[src/design/ibrf_pkg.sv]
package ibrf_pkg;

  // Result status codes.
  typedef enum logic [2:0] {
    ST_PATCH   = 3'd0,
    ST_NOWRITE = 3'd1,
    ST_ILLEGAL = 3'd2,
    ST_TRUNC   = 3'd3,
    ST_DROP    = 3'd4
  } status_t;

  // Write size codes.
  typedef enum logic [1:0] {
    SZ_NONE = 2'd0,
    SZ_2B   = 2'd1,
    SZ_4B   = 2'd2,
    SZ_8B   = 2'd3
  } size_t;

  // Relocation type codes carried in entry bits 15..12.
  typedef enum logic [3:0] {
    RT_ABSOLUTE = 4'd0,
    RT_HIGH     = 4'd1,
    RT_LOW      = 4'd2,
    RT_HIGHLOW  = 4'd3,
    RT_HIGHADJ  = 4'd4,
    RT_MIPS_JMP = 4'd5,
    RT_SECTION  = 4'd6,
    RT_REL32    = 4'd7,
    RT_IMM64    = 4'd9,
    RT_DIR64    = 4'd10,
    RT_HIGH3ADJ = 4'd11
  } rtype_t;

  // Pending pair state.
  typedef enum logic [1:0] {
    PK_NONE    = 2'd0,
    PK_ADJ     = 2'd1,
    PK_3ADJ_P1 = 2'd2,
    PK_3ADJ_P2 = 2'd3
  } kind_t;

  localparam int unsigned TypeShift  = 12;
  localparam logic [11:0] OffsetMask = 12'hfff;
  localparam logic [31:0] RoundHalf  = 32'h0000_8000;
  localparam logic [31:0] JumpMask   = 32'h03ff_ffff;

  // One input word.
  typedef struct packed {
    logic        first_of_image;
    logic        block_end;
    logic [31:0] page_rva;
    logic [15:0] entry_word;
    logic [63:0] target_data;
  } item_t;

  // One result word.
  typedef struct packed {
    status_t     status;
    logic [31:0] write_rva;
    size_t       write_size;
    logic [63:0] write_data;
  } result_t;

  // State carried from one entry to the next.
  typedef struct packed {
    kind_t       kind;
    logic [31:0] target_rva;
    logic [15:0] high_half;
    logic [15:0] first_param;
    logic        error_seen;
  } pend_t;

endpackage

[src/design/ibrf_fixup.sv]
module ibrf_fixup (
  input  ibrf_pkg::item_t   item,
  input  ibrf_pkg::pend_t   pend,
  input  logic [63:0]       load_delta,
  output ibrf_pkg::result_t res,
  output ibrf_pkg::pend_t   pend_nxt
);
  import ibrf_pkg::*;

  logic [31:0] d32;
  logic [31:0] t32;
  logic [31:0] rva;
  logic [3:0]  rtype;
  logic [31:0] p_sext;
  logic [31:0] adj_sum;
  logic [47:0] adj3_sum;
  logic [31:0] adj3_rnd;
  logic [31:0] high_sum;
  logic [31:0] low_sum;
  logic [31:0] jmp_sum;
  logic [63:0] dir_sum;

  // Datapath terms shared by the decode below.
  always_comb begin
    d32      = load_delta[31:0];
    t32      = item.target_data[31:0];
    rva      = item.page_rva + {20'd0, item.entry_word[11:0] & OffsetMask};
    rtype    = item.entry_word[15:TypeShift];
    p_sext   = {{16{item.entry_word[15]}}, item.entry_word};
    adj_sum  = {pend.high_half, 16'd0} + p_sext + d32 + RoundHalf;
    adj3_sum = {pend.high_half, 16'd0, pend.first_param}
             + {p_sext, 16'd0}
             + load_delta[47:0]
             + {16'd0, RoundHalf};
    adj3_rnd = adj3_sum[47:16] + RoundHalf;
    high_sum = {t32[15:0], 16'd0} + d32;
    low_sum  = t32 + d32;
    jmp_sum  = {t32[29:0] & JumpMask[29:0], 2'b00} + d32;
    dir_sum  = item.target_data + load_delta;
  end

  // Decode of one entry against the pending pair state.
  always_comb begin
    pend_nxt = pend;
    res      = '{status: ST_NOWRITE, write_rva: 32'd0, write_size: SZ_NONE,
                 write_data: 64'd0};
    if (item.first_of_image) begin
      pend_nxt.error_seen = 1'b0;
      pend_nxt.kind       = PK_NONE;
    end
    if (pend_nxt.error_seen) begin
      res.status = ST_DROP;
    end else begin
      unique case (pend_nxt.kind)
        PK_ADJ: begin
          pend_nxt.kind  = PK_NONE;
          res.status     = ST_PATCH;
          res.write_rva  = pend.target_rva;
          res.write_size = SZ_2B;
          res.write_data = {48'd0, adj_sum[31:16]};
        end
        PK_3ADJ_P1: begin
          if (item.block_end) begin
            pend_nxt.error_seen = 1'b1;
            pend_nxt.kind       = PK_NONE;
            res.status          = ST_TRUNC;
          end else begin
            pend_nxt.first_param = item.entry_word;
            pend_nxt.kind        = PK_3ADJ_P2;
          end
        end
        PK_3ADJ_P2: begin
          pend_nxt.kind  = PK_NONE;
          res.status     = ST_PATCH;
          res.write_rva  = pend.target_rva;
          res.write_size = SZ_2B;
          res.write_data = {48'd0, adj3_rnd[31:16]};
        end
        PK_NONE: begin
          unique case (rtype)
            RT_ABSOLUTE, RT_SECTION, RT_REL32, RT_IMM64: begin
              res.status = ST_NOWRITE;
            end
            RT_HIGH: begin
              res.status     = ST_PATCH;
              res.write_rva  = rva;
              res.write_size = SZ_2B;
              res.write_data = {48'd0, high_sum[31:16]};
            end
            RT_LOW: begin
              res.status     = ST_PATCH;
              res.write_rva  = rva;
              res.write_size = SZ_2B;
              res.write_data = {48'd0, low_sum[15:0]};
            end
            RT_HIGHLOW: begin
              res.status     = ST_PATCH;
              res.write_rva  = rva;
              res.write_size = SZ_4B;
              res.write_data = {32'd0, low_sum};
            end
            RT_MIPS_JMP: begin
              res.status     = ST_PATCH;
              res.write_rva  = rva;
              res.write_size = SZ_4B;
              res.write_data = {32'd0, (t32 & ~JumpMask)
                                       | ({6'd0, jmp_sum[27:2]} & JumpMask)};
            end
            RT_DIR64: begin
              res.status     = ST_PATCH;
              res.write_rva  = rva;
              res.write_size = SZ_8B;
              res.write_data = dir_sum;
            end
            RT_HIGHADJ, RT_HIGH3ADJ: begin
              if (item.block_end) begin
                pend_nxt.error_seen = 1'b1;
                pend_nxt.kind       = PK_NONE;
                res.status          = ST_TRUNC;
              end else begin
                pend_nxt.kind       = (rtype == RT_HIGHADJ) ? PK_ADJ : PK_3ADJ_P1;
                pend_nxt.target_rva = rva;
                pend_nxt.high_half  = t32[15:0];
              end
            end
            default: begin
              // Reserved type codes.
              pend_nxt.error_seen = 1'b1;
              pend_nxt.kind       = PK_NONE;
              res.status          = ST_ILLEGAL;
            end
          endcase
        end
        default: begin
          res.status = ST_NOWRITE;
        end
      endcase
    end
  end

endmodule

[src/design/image_base_relocation_fixup.sv]
// Channel  Direction  Handshake              Payload
// in_      input      in_valid / in_stall    first_of_image, block_end, page_rva,
//                                            entry_word, target_data
// out_     output     out_valid / out_stall  status, write_rva, write_size,
//                                            write_data
// cfg_     input      cfg_valid / cfg_ready  load_delta
//
// One entry word is accepted per cycle while in_stall is low; each word passes
// through the input register, the single decode and add stage and the result
// register, in that order. The pair state is updated as a word moves from
// the input register to the result register. Synchronous active-low reset
// clears the pipeline valids, the pair state and load_delta. A stall on the
// result side holds the result and, once the input register is full, raises
// in_stall in the same cycle.
module image_base_relocation_fixup (
  input  logic        clk,
  input  logic        rst_n,
  input  logic        in_valid,
  output logic        in_stall,
  input  logic        in_first_of_image,
  input  logic        in_block_end,
  input  logic [31:0] in_page_rva,
  input  logic [15:0] in_entry_word,
  input  logic [63:0] in_target_data,
  output logic        out_valid,
  input  logic        out_stall,
  output logic [2:0]  out_status,
  output logic [31:0] out_write_rva,
  output logic [1:0]  out_write_size,
  output logic [63:0] out_write_data,
  input  logic        cfg_valid,
  output logic        cfg_ready,
  input  logic [63:0] cfg_load_delta
);
  import ibrf_pkg::*;

  logic    s1_valid_r;
  logic    s1_valid_nxt;
  item_t   s1_item_r;
  logic    res_valid_r;
  logic    res_valid_nxt;
  result_t res_r;
  result_t res_nxt;
  pend_t   pend_r;
  pend_t   pend_nxt;
  logic [63:0] delta_r;
  logic    out_free;
  logic    advance;
  logic    in_take;

  // Handshake control for the two register stages.
  assign out_free  = !res_valid_r || !out_stall;
  assign advance   = s1_valid_r && out_free;
  assign in_stall  = s1_valid_r && !out_free;
  assign in_take   = in_valid && !in_stall;
  assign cfg_ready = 1'b1;

  always_comb begin
    s1_valid_nxt = s1_valid_r;
    if (in_take) begin
      s1_valid_nxt = 1'b1;
    end else if (advance) begin
      s1_valid_nxt = 1'b0;
    end
    res_valid_nxt = res_valid_r;
    if (advance) begin
      res_valid_nxt = 1'b1;
    end else if (!out_stall) begin
      res_valid_nxt = 1'b0;
    end
  end

  ibrf_fixup u_fixup (
    .item       (s1_item_r),
    .pend       (pend_r),
    .load_delta (delta_r),
    .res        (res_nxt),
    .pend_nxt   (pend_nxt)
  );

  // Control state and configuration.
  always_ff @(posedge clk) begin
    if (!rst_n) begin
      s1_valid_r  <= 1'b0;
      res_valid_r <= 1'b0;
      pend_r      <= '{kind: PK_NONE, target_rva: 32'd0, high_half: 16'd0,
                       first_param: 16'd0, error_seen: 1'b0};
      delta_r     <= 64'd0;
    end else begin
      s1_valid_r  <= s1_valid_nxt;
      res_valid_r <= res_valid_nxt;
      if (advance) begin
        pend_r <= pend_nxt;
      end
      if (cfg_valid && cfg_ready) begin
        delta_r <= cfg_load_delta;
      end
    end
  end

  // Payload registers.
  always_ff @(posedge clk) begin
    if (in_take) begin
      s1_item_r <= '{first_of_image: in_first_of_image, block_end: in_block_end,
                     page_rva: in_page_rva, entry_word: in_entry_word,
                     target_data: in_target_data};
    end
    if (advance) begin
      res_r <= res_nxt;
    end
  end

  assign out_valid      = res_valid_r;
  assign out_status     = res_r.status;
  assign out_write_rva  = res_r.write_rva;
  assign out_write_size = res_r.write_size;
  assign out_write_data = res_r.write_data;

endmodule

[config.mk]
export PLATFORM = sky130hd
export DESIGN_NAME = image_base_relocation_fixup
export DESIGN_NICKNAME = d
export VERILOG_FILES = /design/src/design/ibrf_pkg.sv /design/src/design/ibrf_fixup.sv /design/src/design/image_base_relocation_fixup.sv
export SDC_FILE = /design/constraint.sdc
export NUM_CORES = 1
export LEC_CHECK = 0
export BUFFER_PORTS_ARGS = -buffer_cell sky130_fd_sc_hd__clkbuf_2
export CAP_MARGIN = 30
export CORE_ASPECT_RATIO = 1.4
export CORE_MARGIN = 4
export CORE_UTILIZATION = 35
export DETAILED_ROUTE_END_ITERATION = 6
export GPL_TIMING_DRIVEN = 0
export HOLD_SLACK_MARGIN = 0.12
export PLACE_DENSITY = 0.56
export SLEW_MARGIN = 20
export SYNTH_ARGS = -nofsm -noshare
export SYNTH_HDL_FRONTEND = slang
export SYNTH_SLANG_ARGS = --single-unit
[constraint.sdc]
create_clock -name clk -period 6.9 [get_ports clk]
set_input_delay 1.38 -clock clk [delete_from_list [all_inputs] [get_ports clk]]
set_output_delay 1.38 -clock clk [all_outputs]
set_load 0.02 [all_outputs]
==> impl_metrics.json <==
{
  "total_track_usage": 0.231,
  "firstDrtPassIters": 5,
  "synth.top_cells.by_area": "edfxtp_1 (28%), ha_1 (13%), dfxtp_1 (11%)",
  "critical_path_launch_point": "s1_item_r[79]$_DFFE_PP_",
  "number_of_drc_markers_in_iteration_0": 1191,
  "hold_path_class": "register to register",
  "postLayoutCellArea_mm2": 0.0274,
  "fp-row-count": 111,
  "maxSlewViolCount": 0,
  "root_buffer": "clkbuf_16",
  "cp_required_ps": 7230,
  "reg_to_reg_startpoint": "s1_item_r[79]$_DFFE_PP_",
  "ys_types": 82,
  "multi_input_area_mm2": 0.0137,
  "syn-instance-count": 2466,
  "combPwrFrac": 0.223,
  "via_per_inst": 5.55,
  "synthDominantAreaCellType": "edfxtp_1",
  "number_of_global_route_vias_before_repair": 20800,
  "layout.cells.most_common": "clkbuf_2",
  "headroom_to_the_max_slew_limit": 0.394,
  "place_congestion": 0.920,
  "worst_setup_start_kind": "register",
  "fin_worst_skew_ps": 24.1,
  "fmax_ghz": 0.152,
  "post_cts.repair.setup_buffers": 0,
  "insertion_delay_ps": 570,
  "finalCoreUtilization": 0.416,
  "nFillCells": 6460,
  "dieHeight_um": 314,
  "antenna_violations_before_repair": 2,
  "final_routed_drc_violation_total": 0,
  "cts_max_path_buffers": 3,
  "ys_warn_count": 0,
  "cts_htree_levels": 2,
  "fin_cells": 3681,
  "run_status": "finished clean",
  "num_vias": 20400,
  "maxCapViolations": 0,
  "place_ws_ps": -809,
  "cts_sinks": 348,
  "initial_core_util": 0.355,
  "layout.cells.most_common_list": "clkbuf_2 (286), nand2_1 (246), a21oi_1 (238), nor2_1 (238), ha_1 (236)",
  "drt.antenna.violating_nets": 0,
  "total_leakage_power_nw": 11.7,
  "synth.ff_latch_count": 348,
  "internal_power_mw": 4.05,
  "number_of_buffers_added_on_ports": 284,
  "post-place-cells": 3608,
  "die_area_mm2": 0.0711,
  "hold_start": "pend_r[33]$_SDFFE_PN0P_",
  "post_synth_net_total": 2919,
  "dpl_cell_area_mm2": 0.0261,
  "asyncSetResetFlopFracSynth": 0,
  "syn_avg_cell_area_um2": 9.49,
  "postCtsHoldBufs": 0,
  "grt_first_pass_wirelength_um": 126000,
  "max_slew.worst_pin.slew_ps": 909,
  "layout_cell_share_with_drive_strength_beyond_1": 0.133,
  "fin_crit_ps": 6570,
  "crit_slowest_cell": "a311oi_1",
  "final_hold_vio_count": 0,
  "syn_area_mm2": 0.0234,
  "share_of_power_burned_in_the_clock_network": 0.358,
  "average_wire_length_per_cell_after_detail_routing_um": 23.0,
  "switching_share": 0.305,
  "synth_seq_area_share": 0.390,
  "crit_type": "register to register",
  "clock_tree_from_tritoncts": "built",
  "critical_path.endpoint_type": "register",
  "finalNetCount": 3255,
  "netSwitchingPower_mw": 1.78,
  "timing.critical_path.mode_cell": "buf_8",
  "netlist.area_leader.share": 0.276,
  "floorplan.die.width_um": 227,
  "cp.arrival_ps": 6900,
  "seq_power_share": 0.420,
  "dominant_synthesized_flop_cell": "edfxtp_1",
  "areaGrowthSynthToFinish_pct": 17.1,
  "unrepaired_setup_endpoints_after_global_routing": "no",
  "least_setup_slack_across_all_paths_after_layout_ps": 334,
  "cts_inserted_buffers": 39,
  "tns_ps": 0,
  "synth-edff-count": 215,
  "power.density_mw_per_mm2": 213,
  "ff_latch_area_mm2": 0.00912,
  "boundaryPins": 287,
  "path_cells": "buf_8 > buf_8 > buf_8 > inv_1 > fa_1 > inv_1 > ha_1 > clkbuf_1 > nand3_1 > nor4_2 > o2111ai_1 > a211oi_4 > nor4b_1 > a311oi_1 > o2111ai_1 > nor4_4 > nand4_1 > xnor2_1 > a2bb2oi_1 > a21oi_1",
  "floorplan.core_area_mm2": 0.0658,
  "setup_viol": 0,
  "ir_worst_vdd_v": 0.000163,
  "cts.clk_slew.worst_paths_ps": 60,
  "route.final.wire_length_um": 84500,
  "critPathMaxFanout": 18,
  "critical-path-max-stage-delay_ps": 630,
  "hpwl_um": 69000,
  "maximum_number_of_pins_on_one_net_before_global_route_repair": 74,
  "layout_worst_path_cycle_share": 0.952,
  "grt_overflow": 0
}
worst max-delay path, delay by kind of cell, from the launching register on:
family,cells,cell delay [ps]
adder cells (fa/ha/maj),2,800
XOR/XNOR,1,220
AO/OA/AOI/OAI,6,2340
flip-flops,1,440
buffers and inverters,6,1090
AND/OR/NAND/NOR,5,1410
cell usage after synthesis (all sizes together), types with 71 or more instances:
| library cell | instances |
|---|---|
| clkbuf | 83 |
| a21oi | 238 |
| mux2i | 71 |
| ha | 236 |
| xnor2 | 117 |
| inv | 75 |
| dfxtp | 133 |
| o21ai | 128 |
| nand2 | 246 |
| a21o | 82 |
| edfxtp | 215 |
| nor2 | 238 |
power groups by stage:
stage | clock, mW | combinational, mW | sequential (mW)
6_report | 2.09 | 1.30 | 2.44
3_5_place_dp | 0 | 1.28 | 2.49
2_1_floorplan | 0 | 0.852 | 2.47
4_1_cts | 2.14 | 1.29 | 2.45
3_3_place_gp | 0 | 1.24 | 2.50
5_1_grt | 2.20 | 1.43 | 2.45
cells by family after synthesis:
group,synth area share
AOI/OAI and AO/OA,0.188
xor gates and xnor gates,0.0591
adders and majority gates,0.156
buffers and inverters,0.0273
DFF,0.390
muxes,0.0313
other,0.000160
and+or+nand+nor,0.148
metrics by stage:
step / hold slack [ps] / total power [mW]
floorplan: 436 / 3.33
global placement: 443 / 3.75
detailed placement: 447 / 3.77
CTS: 455 / 5.88
global route: 477 / 6.09
finish: 459 / 5.83
final timing paths:
| path | cells past startpoint | to | slack (ps) |
|---|---|---|---|
| setup / recovery | 20 | out_write_data[14]$_SDFFCE_PP0P_ | 330 |
| hold / removal | 2 | pend_r[33]$_SDFFE_PN0P_ | 460 |
| setup reg to reg | 20 | out_write_data[14]$_SDFFCE_PP0P_ | 330 |
| hold reg to reg | 2 | pend_r[33]$_SDFFE_PN0P_ | 460 |
area by class of cell:
| type | instances | share of cell area |
|---|---|---|
| inverters | 76 | 0.0106 |
| diodes | 2 | 0.000183 |
| clock buffers | 57 | 0.0414 |
| clock inverters | 14 | 0.00461 |
| well taps | 847 | 0.0387 |
| flip-flops and latches | 348 | 0.333 |
| repair buffers | 296 | 0.0601 |
| plain buffers | 92 | 0.0129 |
| multi-input cells | 1949 | 0.499 |
flip-flops by register name, indices dropped and copies added, names as in the netlist:
name / flops
delta_r: 64
out_status: 3
out_valid: 1
out_write_data: 64
out_write_rva: 32
out_write_size: 2
pend_r: 67
s1_item_r: 114
s1_valid_r: 1
metal layers:
layer	up-vias	part of all wire	GRT usage
li1	9779	-	-
met2	621	0.53	0.436
met1	9870	0.38	0.258
met3	164	0.044	0.0258
met5	-	0	0
met4	0	0.049	0.104
timing repair:
item | CTS | global route
setup endpoints to repair | 7 | 0
gates resized for setup | 3 | 0
hold endpoints to repair | 0 | 0
Note: power is estimated with default switching activity, not from simulation.
